[config.mk]
export PLATFORM = sky130hd
export DESIGN_NAME = hrlp_isqrt
export DESIGN_NICKNAME = d
export VERILOG_FILES = /design/src/rtl/history_ring_lagrange_predictor_core_defines.svh /design/src/rtl/hrlp_isqrt.sv
export SDC_FILE = /design/constraint.sdc
export NUM_CORES = 1
export LEC_CHECK = 0
export ABC_AREA = 0
export BUFFER_PORTS_ARGS = -buffer_cell sky130_fd_sc_hd__buf_2
export CELL_PAD_IN_SITES_DETAIL_PLACEMENT = 1
export CELL_PAD_IN_SITES_GLOBAL_PLACEMENT = 1
export CORE_AREA = 2 2 214 163
export CTS_BUF_LIST = sky130_fd_sc_hd__clkbuf_16
export DETAILED_ROUTE_END_ITERATION = 12
export DIE_AREA = 0 0 216 165
export HOLD_SLACK_MARGIN = 0.12
export PLACE_DENSITY = 0.88
export SYNTH_ARGS = -nofsm -noshare
export SYNTH_HDL_FRONTEND = slang
export SYNTH_SLANG_ARGS = --single-unit
[constraint.sdc]
create_clock -name clk -period 26.9 [get_ports clk]
set_input_delay 2.69 -clock clk [delete_from_list [all_inputs] [get_ports clk]]
set_output_delay 2.69 -clock clk [all_outputs]
set_load 0.05 [all_outputs]
[src/rtl/history_ring_lagrange_predictor_core_defines.svh]
// Assertion macros shared by the history ring predictor RTL.
`ifndef HISTORY_RING_LAGRANGE_PREDICTOR_CORE_DEFINES_SVH
`define HISTORY_RING_LAGRANGE_PREDICTOR_CORE_DEFINES_SVH

// Same-cycle implication, clocked on clk, quiet during reset.
`define HRLP_ASSERT_IMP(lbl, ante, cons, msg) \
    lbl: assert property (@(posedge clk) disable iff (!rst_n) (ante) |-> (cons)) \
        else $error(msg);

// Next-cycle implication, clocked on clk, quiet during reset.
`define HRLP_ASSERT_NXT(lbl, ante, cons, msg) \
    lbl: assert property (@(posedge clk) disable iff (!rst_n) (ante) |=> (cons)) \
        else $error(msg);

`endif

[src/rtl/hrlp_isqrt.sv]
// Iterative 64-bit integer square root, two radicand bits per cycle.
`timescale 1ns / 1ps

module hrlp_isqrt
(
    input  logic        clk,
    input  logic        rst_n,
    input  logic        start,
    input  logic [63:0] radicand,
    output logic        done,
    output logic [31:0] root
);

    logic        busy_reg;
    logic        done_reg;
    logic [63:0] n_reg;
    logic [63:0] res_reg;
    logic [63:0] bit_reg;
    logic [31:0] root_reg;

    logic [63:0] trial;
    logic        fits;
    logic [63:0] res_new;

    always_comb
    begin
        trial   = res_reg + bit_reg;
        fits    = (n_reg >= trial);
        res_new = fits ? ((res_reg >> 1) + bit_reg) : (res_reg >> 1);
    end

    // Control
    always_ff @(posedge clk or negedge rst_n)
    begin
        if (!rst_n)
        begin
            busy_reg <= 1'b0;
            done_reg <= 1'b0;
        end
        else
        begin
            done_reg <= 1'b0;
            if (start)
                busy_reg <= 1'b1;
            else if (busy_reg && bit_reg == 64'd1)
            begin
                busy_reg <= 1'b0;
                done_reg <= 1'b1;
            end
        end
    end

    // Datapath
    always_ff @(posedge clk)
    begin
        if (start)
        begin
            n_reg   <= radicand;
            res_reg <= '0;
            bit_reg <= 64'h4000_0000_0000_0000;
        end
        else if (busy_reg)
        begin
            if (fits)
                n_reg <= n_reg - trial;
            res_reg <= res_new;
            bit_reg <= bit_reg >> 2;
            if (bit_reg == 64'd1)
                root_reg <= res_new[31:0];
        end
    end

    assign done = done_reg;
    assign root = root_reg;

endmodule

==> impl_metrics.csv <==
group,metric,value,unit
outcome,status,"complete, no violations",
die,die_w,216,um
die,die_area,35600,um^2
global_routing,grt_pass1_vias,16005,
finish,stdcell_area,17900,um^2
sta,holdWs,532,ps
route,viasPerCell,6.52,
cts,cts-buffers-inserted,17,
route,first_iter_violations,1805,
worst_setup_path,startpoint_type,"flip-flop",
sta,hold_viol,0,
worst_setup_path,critPathRequiredTime,27300,ps
placed_design,post_dp_cell_area,17300,um^2
synthesis,async_flop_share,0.0103,
cts,clkLatencyLatePin,480,ps
synthesis,synth_top_family_by_area,"compound AO/OA/AOI/OAI gates",
global_routing,grt_max_degree,85,
placed_design,gp_congestion,0.931,
synthesis,ys_seq_elements,194,
route,drc,0,
die,row_count,58,
sta,period_share,0.266,
cts,path_clk_slew,90,ps
sta,fmax,140,MHz
finish,fin_cells,2506,
cts,post_cts_resized,0,
cts,tritoncts,"done",
sta,drv_slew,0,
synthesis,synth_xor_area_frac,0.0865,
worst_setup_path,crit_fanout,43,
finish,antenna_cells,0,
worst_setup_path,crit_buf_inv,0,
sta,rsz0062_at_grt,"no",
cts,numClockSinks,194,
sta,fin_crit,7160,ps
synthesis,syn_nets,2227,
worst_setup_path,critical_path_arrival,7560,ps
cts,root_buffer,"clkbuf_16",
placed_design,dp.cells,2474,
worst_setup_path,critPathTopFamily,"compound AO/OA/AOI/OAI gates",
route,dr.pass1.iters,6,
finish,syn_to_final_growth,7.74,%
synthesis,syn_area_per_cell,8.19,um^2
cts,hold_buffers,0,
finish,final_util,0.536,
sta,slew-limit-headroom,0.177,
worst_setup_path,end_kind,"flip-flop",
flow_run,cap_violations,0,
route,wl,57100,um
die,ioPinCount,100,
sta,tightest_slew,1220,ps
worst_setup_path,crit_type,"reg2reg",
route,vias,16341,
synthesis,synthMuxAreaShare,0.0408,
worst_setup_path,slowest_stage,"or2_2",
power,ir_drop,0.0580,mV
synthesis,seq_area_frac_synth,0.292,
sta,finClkSkew,20.1,ps
synthesis,syn_inst,2029,
placed_design,io_buffers,99,
placed_design,hpwl,43300,um
synthesis,netlist-cell-type-count,86,
global_routing,antenna_found_initial,0,
synthesis,synth-main-ff-cell,"edfxtp_1",
cts,cts_buffer_depth,2,
die,initial_core_util,0.498,
synthesis,synth_simple_gate_area_frac,0.198,
cts,htree_levels,4,
synthesis,yosys_warnings,0,
worst_setup_path,crit_top_cell,"o21ai_0",
synthesis,synth_area,16600,um^2
global_routing,grt_first_pass_wirelength,90200,um
synthesis,synth_edf_count,96,
finish,drive_above_1_share,0.100,
global_routing,gr-total-overflow,0,
route,wl_per_cell,22.8,um
synthesis,synth_compound_area_frac,0.245,
min_path,min-delay-path-class,"reg2reg",
die,die_h,165,um
finish,layout.nets,2241,
synthesis,synth_fa_ha_area_frac,0.0991,
global_routing,track_usage,0.320,
power,p_leak,7.31,nW
die,core,33400,um^2
sta,setup_viol,0,
cts,post_cts_buffers,0,
worst_setup_path,cp_slowest_stage_delay,990,ps
power,power.density,100,nW/um^2
route,drtAntennaViolNets,0,
worst_setup_path,path_cells,"ha_1 > nand4_1 > or3_1 > or3_1 > a31oi_1 > o21ai_1 > o21ba_2 > o21ai_0 > and2_1 > xnor2_1 > ha_1 > nand2_1 > o21ai_0 > a21oi_1 > o21a_1 > o21ai_0 > or2_2 > o21ai_0 > nand2b_1 > a311oi_1",
sta,setup_tns,0,ps
## per-layer routing
layer / track usage / share of wire / vias up
met4: 0.0573 / 0.013 / 0
met3: 0.0516 / 0.072 / 65
li1: - / - / 7532
met2: 0.488 / 0.42 / 646
met5: 0 / 0 / -
met1: 0.478 / 0.49 / 8098
## final timing paths
check	depth (start not counted)	slack [ps]	startpoint	end
max	20	19740	res_reg[36]	res_reg[33]
min	2	530	res_reg[0]	res_reg[0]
min reg2reg	2	530	res_reg[0]	res_reg[0]
max reg2reg	20	19740	res_reg[36]	res_reg[33]
min in group asynchronous	1	1980	rst_n	done
max in group asynchronous	1	24790	rst_n	busy_reg
## cell families (layout without fill, tap and decap cells)
group | Yosys count | after routing
AO/OA/AOI/OAI | 616 | 616
XOR/XNOR | 164 | 164
adder cells (fa/ha/maj) | 131 | 131
buffers and inverters | 154 | 181
flip-flops | 194 | 194
multiplexers | 62 | 62
AND/OR/NAND/NOR | 708 | 708
## synth_stat cells (all sizes together), types with 6 or more instances
library cell    n  area, um^2
xnor2          92         806
a221oi          6        52.6
a21o           32         240
mux2i          47         470
o21bai         26         206
nand2b         15        93.8
xor2           72         631
nand2         231         867
a311oi         14         141
and3           22         138
or2             9        56.3
a31oi          58         384
a21boi         13        97.6
nor2b          16         100
mux2           15         206
dfxtp          96        1920
nand4          52         325
o211ai          8        60.1
and4           13         114
nor4           18         113
and2           18         113
nor2          206         776
ha            130        1630
o21a           28         210
o221ai          7        61.3
a21oi         124         621
o2111ai         6        52.6
buf            31         175
clkbuf         81         304
a41o            6        60.1
nand3          42         210
o31ai          12        90.1
a211oi         22         175
nor3           42         215
inv            41         154
o211a          10         100
a31o           24         210
o21ai         174         871
edfxtp         96        2880
or3            13        81.3
## cell type report
cell class | count | area (um^2)
Fill cell | 4098 | 15500
Multi-Input combinational cell | 1681 | 11100
Sequential cell | 194 | 4860
Tap cell | 450 | 563
Timing Repair Buffer | 107 | 562
Clock buffer | 17 | 425
Clock inverter | 15 | 188
Inverter | 42 | 158
## stage by stage
step / total power, mW / setup WS [ps]
floorplan: 1.22 / 17380
global placement: 1.42 / 20080
detailed placement: 1.47 / 19970
CTS: 1.76 / 19880
global route: 1.90 / 19210
finish: 1.79 / 19740
## layout by cell type, fill, tap and decap left out, types with 20 or more instances in the layout
master,synthesis,routed
a211oi_1,20,20
a21o_1,32,32
a21oi_1,124,124
a31o_2,24,24
a31oi_1,56,56
and3_1,22,22
buf_2,14,98
dfxtp_1,96,96
edfxtp_1,96,96
ha_1,130,130
inv_1,41,42
mux2i_1,47,47
nand2_1,231,231
nand3_1,42,42
nand4_1,52,52
nor2_1,205,205
nor3_1,41,41
o21a_1,28,28
o21ai_0,159,158
o21bai_1,25,25
xnor2_1,92,92
xor2_1,72,72
## worst register-to-register path: stages (launching register included)
cell	delay, ps
dfxtp_1	400
ha_1	440
nand4_1	200
or3_1	440
or3_1	410
a31oi_1	260
o21ai_1	160
o21ba_2	250
o21ai_0	230
and2_1	190
xnor2_1	110
ha_1	460
nand2_1	120
o21ai_0	400
a21oi_1	90
o21a_1	180
o21ai_0	930
or2_2	990
o21ai_0	340
nand2b_1	240
a311oi_1	240
## power by group
part	internal (mW)	total (mW)	switching (mW)
Sequential	0.410	0.474	0.0636
Combinational	0.381	1.04	0.658
Clock	0.135	0.278	0.143
Total	0.926	1.79	0.865
Power figures use the tool's default switching activity.
