File: config.mk
export PLATFORM = sky130hd
export DESIGN_NAME = hrlp_rdiv
export DESIGN_NICKNAME = d
export VERILOG_FILES = /design/src/rtl/history_ring_lagrange_predictor_core_defines.svh /design/src/rtl/hrlp_rdiv.sv
export SDC_FILE = /design/constraint.sdc
export NUM_CORES = 1
export LEC_CHECK = 0
export ABC_AREA = 1
export CAP_MARGIN = 20
export CELL_PAD_IN_SITES_DETAIL_PLACEMENT = 1
export CELL_PAD_IN_SITES_GLOBAL_PLACEMENT = 1
export CORE_MARGIN = 1.5
export CORE_UTILIZATION = 42
export CTS_CLUSTER_SIZE = 8
export DETAILED_ROUTE_END_ITERATION = 7
export DONT_BUFFER_PORTS = 1
export GPL_TIMING_DRIVEN = 0
export PLACE_DENSITY_LB_ADDON = 0.1
export SETUP_SLACK_MARGIN = 0.1
export SLEW_MARGIN = 10
export SYNTH_ARGS = -nofsm -noshare
export SYNTH_HDL_FRONTEND = slang
export SYNTH_SLANG_ARGS = --single-unit
File: constraint.sdc
create_clock -name clk -period 8.29 [get_ports clk]
set_input_delay 0 -clock clk [delete_from_list [all_inputs] [get_ports clk]]
set_output_delay 0 -clock clk [all_outputs]
set_load 0.005 [all_outputs]
File: src/rtl/history_ring_lagrange_predictor_core_defines.svh
// Assertion macros shared by the history ring predictor RTL.
`ifndef HISTORY_RING_LAGRANGE_PREDICTOR_CORE_DEFINES_SVH
`define HISTORY_RING_LAGRANGE_PREDICTOR_CORE_DEFINES_SVH

// Same-cycle implication, clocked on clk, quiet during reset.
`define HRLP_ASSERT_IMP(lbl, ante, cons, msg) \
    lbl: assert property (@(posedge clk) disable iff (!rst_n) (ante) |-> (cons)) \
        else $error(msg);

// Next-cycle implication, clocked on clk, quiet during reset.
`define HRLP_ASSERT_NXT(lbl, ante, cons, msg) \
    lbl: assert property (@(posedge clk) disable iff (!rst_n) (ante) |=> (cons)) \
        else $error(msg);

`endif

File: src/rtl/hrlp_rdiv.sv
// Bit-serial signed divider, round to nearest (ties away), 32-bit saturated quotient.
`timescale 1ns / 1ps

module hrlp_rdiv
(
    input  logic               clk,
    input  logic               rst_n,
    input  logic               start,
    input  logic signed [63:0] num,
    input  logic signed [31:0] den,
    output logic               done,
    output logic signed [31:0] quot
);

    logic               busy_reg;
    logic               done_reg;
    logic [5:0]         cnt_reg;
    logic [63:0]        dvd_reg;
    logic [31:0]        rem_reg;
    logic [32:0]        dsr_reg;
    logic               neg_reg;
    logic signed [31:0] quot_reg;

    logic [63:0] num_mag;
    logic [32:0] den_mag;
    logic [32:0] rem_sh;
    logic        ge;
    logic [32:0] rem_new;
    logic [63:0] dvd_new;
    logic signed [31:0] quot_sat;

    // Operand magnitudes
    always_comb
    begin
        num_mag = num[63] ? 64'(-num) : 64'(num);
        den_mag = den[31] ? 33'(-$signed({den[31], den})) : {1'b0, den};
    end

    // One restoring step and the final saturation
    always_comb
    begin
        rem_sh  = {rem_reg, dvd_reg[63]};
        ge      = (rem_sh >= dsr_reg);
        rem_new = ge ? (rem_sh - dsr_reg) : rem_sh;
        dvd_new = {dvd_reg[62:0], ge};
        if (!neg_reg)
            quot_sat = (dvd_new > 64'h0000_0000_7FFF_FFFF) ? 32'sh7FFF_FFFF
                                                            : $signed(dvd_new[31:0]);
        else
            quot_sat = (dvd_new > 64'h0000_0000_8000_0000) ? 32'sh8000_0000
                                                            : $signed(-dvd_new[31:0]);
    end

    // Control
    always_ff @(posedge clk or negedge rst_n)
    begin
        if (!rst_n)
        begin
            busy_reg <= 1'b0;
            done_reg <= 1'b0;
            cnt_reg  <= '0;
        end
        else
        begin
            done_reg <= 1'b0;
            if (start)
            begin
                busy_reg <= 1'b1;
                cnt_reg  <= '0;
            end
            else if (busy_reg)
            begin
                cnt_reg <= cnt_reg + 6'd1;
                if (cnt_reg == 6'd63)
                begin
                    busy_reg <= 1'b0;
                    done_reg <= 1'b1;
                end
            end
        end
    end

    // Datapath: half the divisor is added up front for rounding
    always_ff @(posedge clk)
    begin
        if (start)
        begin
            dvd_reg <= num_mag + 64'(den_mag >> 1);
            dsr_reg <= den_mag;
            rem_reg <= '0;
            neg_reg <= num[63] ^ den[31];
        end
        else if (busy_reg)
        begin
            dvd_reg <= dvd_new;
            rem_reg <= rem_new[31:0];
            if (cnt_reg == 6'd63)
                quot_reg <= quot_sat;
        end
    end

    assign done = done_reg;
    assign quot = quot_reg;

endmodule

==> results.py, run 1 <==
metrics = {
    "timing": {
        "min_period_ps": 5310,
        "holdWs_ps": 17.5,
        "final_hold_viol_count": 0,
        "setup_tns_ps": 0,
        "slew_headroom_pct": 47.0,
        "grt_setup_unrepaired": "no",
        "period_share_pct": 64.1,
        "skew_ps": 16.8,
        "drv_slew": 0,
        "max_slew.worst_pin.slew_ps": 792,
        "fin_ws_ps": 2980,
        "fmax_mhz": 188,
        "setup_viol": 0,
    },
    "pwr": {
        "p_leak_nw": 7.42,
        "peakVddDrop_mv": 0.137,
        "pwr-share-comb_pct": 39.8,
        "p_sw_share_pct": 42.8,
        "power_mw": 3.41,
        "p_sw_mw": 1.46,
        "clkPwrFrac_pct": 24.2,
        "p_per_area_nw_per_um2": 196,
        "p_int_mw": 1.95,
        "seqPwrFrac_pct": 36.0,
    },
    "floorplan": {
        "core_um2": 36800,
        "die_y_um": 197,
        "ios": 132,
        "initial_core_util_pct": 42.8,
        "dieArea_um2": 38700,
        "num_rows": 70,
        "die_w_um": 197,
    },
    "global_route": {
        "grt_pass1_vias": 16700,
        "grt_usage_pct": 33.7,
        "grt_max_degree": 41,
        "grt_pass1_wl_mm": 99.0,
        "antenna_found_initial": 2,
        "grt-ovfl-total": 0,
    },
    "job": {
        "drv_cap": 0,
    },
    "critical_path": {
        "end_kind": "flop",
        "crit_required_ps": 8550,
        "cp_data_arrival_time_ps": 5580,
        "criticalPathCategory": "flop to flop",
        "cp-start-kind": "flop",
        "cp_max_fo": 10,
    },
    "cts": {
        "clkSinkCount": 170,
        "cts_made_buffers": 17,
        "clockBufferDepth": 2,
        "cts_tree": "yes",
        "clk_latency_ps": 460,
        "root_buffer": "clkbuf_16",
        "clk_pin_slew_ps": 80,
        "htree_num_levels": 4,
    },
    "synthesis": {
        "synth_area_leaders": "edfxtp_1, nand2_1, nor2_1",
        "synth_seq_cells": 170,
        "synth.top_cell.area_share_pct": 24.8,
        "synth_cells": 2300,
        "synth_top_area_cell": "edfxtp_1",
        "synth.avg_cell_area_um2": 6.85,
        "ys_seq_area_share_pct": 30.1,
        "synth.distinct_cells": 58,
        "yosysWarnings": 0,
        "syn_area_um2": 15800,
    },
    "finish": {
        "drive_above_1_share_pct": 7.27,
        "utilization_pct": 47.4,
        "layout_commonest_cell": "nand2_1",
        "layout_common_cells": "nand2_1, nor2_1, inv_1",
        "final_nets": 2536,
        "syn_to_final_growth_pct": 10.6,
        "largest_reg_flops": 64,
    },
    "route": {
        "routed_wl_mm": 63.7,
        "postRouteAntennaNets": 0,
        "vias": 16200,
        "wl_met3_mm": 3.26,
        "wl_met1_mm": 29.5,
        "maxUsedRoutingLayer": "met4",
        "routed_via_density": 5.67,
        "wl_per_cell_um": 22.4,
        "drtIter0Drc": 1116,
        "route.met2.wl_mm": 29.6,
        "first_pass_iters": 5,
        "drc": 0,
    },
    "status": {
        "status": "complete, no violations",
    },
    "place": {
        "hpwl_mm": 52.8,
        "place_congestion": 0.953,
        "pre_cts_slack_ps": 3120,
        "io_buffers": 0,
    },
    "hold_path": {
        "holdCritPathClass": "input pin to flop",
    },
}
timing repair:
action                    4_1_cts  5_1_grt
setup buffers                   0        0
gates resized for setup         0        0
hold endpoints to repair       77        0
hold buffers                   42        0
cell usage after synthesis (all sizes together):
master / n
clkbuf: 27
o31ai: 4
nand3: 152
o211ai: 13
nand3b: 10
ha: 69
a21oi: 94
a21o: 16
and3: 2
a22o: 1
dfxtp: 32
a31oi: 13
buf: 20
dfrtp: 8
o21a: 2
xnor2: 70
and2: 2
or4: 1
nor2: 343
o32ai: 1
o22ai: 4
conb: 1
a21boi: 5
clkinv: 3
o21ai: 182
nor4: 18
or2: 12
xor2: 67
nand4: 48
nor3: 30
nand2: 674
fa: 2
inv: 224
o21bai: 7
a211oi: 2
a221oi: 1
a32o: 10
edfxtp: 130
layer usage:
metal  track usage (%)  vias up
met5                 0        -
met4              8.68        0
met3              5.73       78
met2              56.4      382
met1              45.0     7916
li1                  -     7786
final timing paths:
path	end	cells after the start	start	slack (ps)
hold reg to reg	rem_reg[31]$_SDFFE_PP0P_	2	rem_reg[31]$_SDFFE_PP0P_	480
min in group asynchronous	busy_reg$_DFF_PN0_	2	rst_n	500
setup / recovery	quot[21]$_DFFE_PP_	26	dsr_reg[2]$_DFFE_PP_	2980
max in group asynchronous	done$_DFF_PN0_	2	rst_n	7480
setup reg to reg	quot[21]$_DFFE_PP_	26	dsr_reg[2]$_DFFE_PP_	2980
hold / removal	dsr_reg[13]$_DFFE_PP_	3	den[11]	20
worst max-delay path, stage by stage, from the launching register on:
cell      delay [ps]
edfxtp_1         370
inv_1            130
ha_1             310
a21oi_1          180
nand2_1          120
nand2_1           80
nand2_1          110
nand2_1           80
nand2_1          100
nand2_1          110
a21oi_1          110
nand2_1           80
nand2_1           90
inv_2            240
clkbuf_1         560
ha_1             330
nand4_1          190
nor3_2           200
nand3_1          240
nor2_2           240
nand4_1          180
nor3_1           320
nor2_1           150
nor2_2           150
buf_4            220
nand3_1          100
o211ai_1         120
cell families after synthesis:
logic type / share of synthesized area (%)
xor+xnor: 7.62
flops: 30.1
compound gates: 12.9
buf+inv: 6.84
simple gates: 36.8
fa+ha+maj: 5.73
other cells: 0.0238
stage by stage:
| stage | area, µm² | std cells |
|---|---|---|
| finish | 17400 | 2848 |
| global route | 17400 | 2847 |
| CTS | 17400 | 2847 |
| detailed placement | 16400 | 2773 |
| global placement | 16300 | 2769 |
| floorplan | 15800 | 2301 |
area by class of cell:
type | instances | area (µm²)
inverters | 227 | 853
plain buffers | 47 | 225
diodes | 1 | 2.50
repair buffers | 46 | 470
clock buffers | 17 | 425
well taps | 468 | 586
flip-flops and latches | 170 | 4740
fillers | 4821 | 19400
clock inverters | 15 | 174
multi-input cells | 1857 | 9950
power groups by stage:
stage	clock network, mW	logic (mW)	registers (mW)
after detailed placement	0	1.30	1.24
after global placement	0	1.27	1.24
final	0.827	1.36	1.23
after global routing	0.866	1.49	1.24
after floorplan	0	0.901	1.17
after CTS	0.835	1.34	1.22
Note: power is estimated with default switching activity, not from simulation.
==> run 2, diff against run 1 <==
clock period = 4.8 ns   (was 8.29 ns; I/O delays follow)
==> run 2 against run 1 <==
Non-clock buffer count is 7 higher. Worst setup slack lost 2600 ps. Count of clock-buffer cells in the layout unchanged. Sequential cell count stayed put. Critical endpoint is now dvd_reg[49]$_DFFE_PP_. Via count is 0.25% higher. Hold slack gained 0.94 ps. Final cell count up 0.25%. Sequential power rose by 72%. Routed wire length is 0.10% lower. Clock skew grew 0.57 ps. Utilization is 0.32 points higher. Sequential share of layout area decreased by 0.18 points.
==> results.py, run 2 (synthesis gave the netlist of run 1 again) <==
metrics = {
    "route": {
        "drtIter0Drc": 1103,
        "routed_wl_mm": 63.6,
        "first_pass_iters": 6,
        "drc": 0,
        "routed_via_density": 5.67,
        "postRouteAntennaNets": 0,
        "wl_per_cell_um": 22.3,
        "vias": 16200,
    },
    "job": {
        "drv_cap": 0,
    },
    "hold_path": {
        "hold_start": "den[12]",
        "hold_path_depth": 3,
        "holdCritPathClass": "input pin to flop",
    },
    "finish": {
        "fin_area_um2": 17500,
        "layout_commonest_cell": "nand2_1",
        "final_nets": 2543,
        "largest_reg_flops": 64,
        "drive_above_1_share_pct": 8.01,
        "syn_to_final_growth_pct": 11.4,
        "layout_common_cells": "nand2_1, nor2_1, inv_1",
    },
    "floorplan": {
        "ios": 132,
        "die_y_um": 197,
        "dieArea_um2": 38700,
        "num_rows": 70,
        "initial_core_util_pct": 42.8,
        "core_um2": 36800,
        "die_w_um": 197,
    },
    "timing": {
        "drv_slew": 0,
        "fin_ws_ps": 383,
        "fmax_mhz": 226,
        "final_hold_viol_count": 0,
        "grt_setup_unrepaired": "no",
        "holdWs_ps": 18.4,
        "period_share_pct": 92.0,
        "setup_viol": 0,
        "skew_ps": 17.4,
        "max_slew.worst_pin.slew_ps": 792,
        "slew_headroom_pct": 47.0,
        "min_period_ps": 4420,
    },
    "global_route": {
        "grt_pass1_wl_mm": 98.9,
        "grt_pass1_vias": 16700,
        "grt_usage_pct": 33.6,
        "grt_max_degree": 41,
        "grt-ovfl-total": 0,
        "antenna_found_initial": 2,
    },
    "place": {
        "place_area_um2": 16400,
        "place_congestion": 0.953,
        "hpwl_mm": 52.8,
        "io_buffers": 0,
        "pre_cts_slack_ps": -369,
    },
    "critical_path": {
        "crit_required_ps": 5000,
        "cp-start-kind": "input pin",
        "criticalPathCategory": "input pin to flop",
        "startpoint": "den[1]",
        "cp_max_fo": 5,
        "end_kind": "flop",
        "r2r-start": "dsr_reg[2]$_DFFE_PP_",
        "cp_data_arrival_time_ps": 4620,
        "reg2reg_depth": 25,
    },
    "pwr": {
        "p_sw_mw": 2.52,
        "p_per_area_nw_per_um2": 337,
        "p_int_mw": 3.39,
        "p_leak_nw": 7.46,
        "power_mw": 5.90,
        "seqPwrFrac_pct": 35.9,
        "p_sw_share_pct": 42.7,
        "clkPwrFrac_pct": 24.1,
        "peakVddDrop_mv": 0.236,
        "pwr-share-comb_pct": 40.0,
    },
    "cts": {
        "clockBufferDepth": 2,
        "clk_latency_ps": 460,
        "cts_tree": "yes",
        "cts_made_buffers": 17,
        "root_buffer": "clkbuf_16",
        "clk_pin_slew_ps": 70,
        "clkSinkCount": 170,
        "htree_num_levels": 4,
    },
    "status": {
        "status": "complete, no violations",
    },
}
## run 2: worst paths after layout
path                                            end  slack (ps)
min reg2reg                rem_reg[31]$_SDFFE_PP0P_         480
min                           dsr_reg[13]$_DFFE_PP_          20
max in group asynchronous            done$_DFF_PN0_        3960
max                           dvd_reg[49]$_DFFE_PP_         380
max reg2reg                      quot[21]$_DFFE_PP_         420
min in group asynchronous        busy_reg$_DFF_PN0_         520
## run 2: area by class of cell
type / count / area, µm²
flip-flops and latches: 170 / 4740
multi-input cells: 1857 / 10000
fillers: 4819 / 19200
well taps: 468 / 586
inverters: 227 / 858
clock buffers: 17 / 425
repair buffers: 54 / 531
plain buffers: 46 / 221
diodes: 1 / 2.50
clock inverters: 15 / 174
## run 2: worst max-delay path: stages
cell and delay [ps]:
dlygate4sd3_1 540, inv_1 100, nand4_1 140, nor2_2 170, nand3_1 130, nor3_2 230
nand3_1 160, inv_1 90, nand2_1 70, inv_2 70, nand4_1 110, or2_2 340
nand2_1 90, xnor2_1 310, ha_1 420, a21oi_1 240, o21ai_0 160, a21oi_1 160
nand2_1 80, a21oi_2 260, nor2_2 100, nor2_4 190, nor2_4 80, nand3_1 70
nand3_1 70, nand3_1 150, nand2_1 60
## run 2: what timing repair did
item	4_1_cts	5_1_grt
endpoints found under the setup margin	32	50
buffers inserted	0	8
hold buffers	42	0
gates resized for setup	1	14
endpoints found under the hold margin	77	0
pin swaps	0	4
## run 2: power by group through the flow
stage,registers [mW],logic (mW),clock network [mW]
after CTS,2.11,2.30,1.44
after detailed placement,2.14,2.25,0
final,2.12,2.36,1.42
after global placement,2.13,2.20,0
after global routing,2.15,2.60,1.50
after floorplan,2.03,1.56,0
## run 2: stage by stage
step | cells | TNS [ps] | utilization (%)
floorplan | 2301 | 0 | -
global placement | 2769 | -7330 | 44.4
detailed placement | 2773 | -7700 | 44.6
CTS | 2846 | 0 | 47.4
global route | 2854 | 0 | 47.7
finish | 2855 | 0 | 47.7
## run 2: routing by layer
metal  vias to the layer above  track usage, %  share of wire (%)
met1                      7900            44.9                 46
met2                       424            56.3                 47
li1                       7802               -                  -
met5                         -               0                  0
met4                         0            8.59                2.2
met3                        76            5.80                5.5
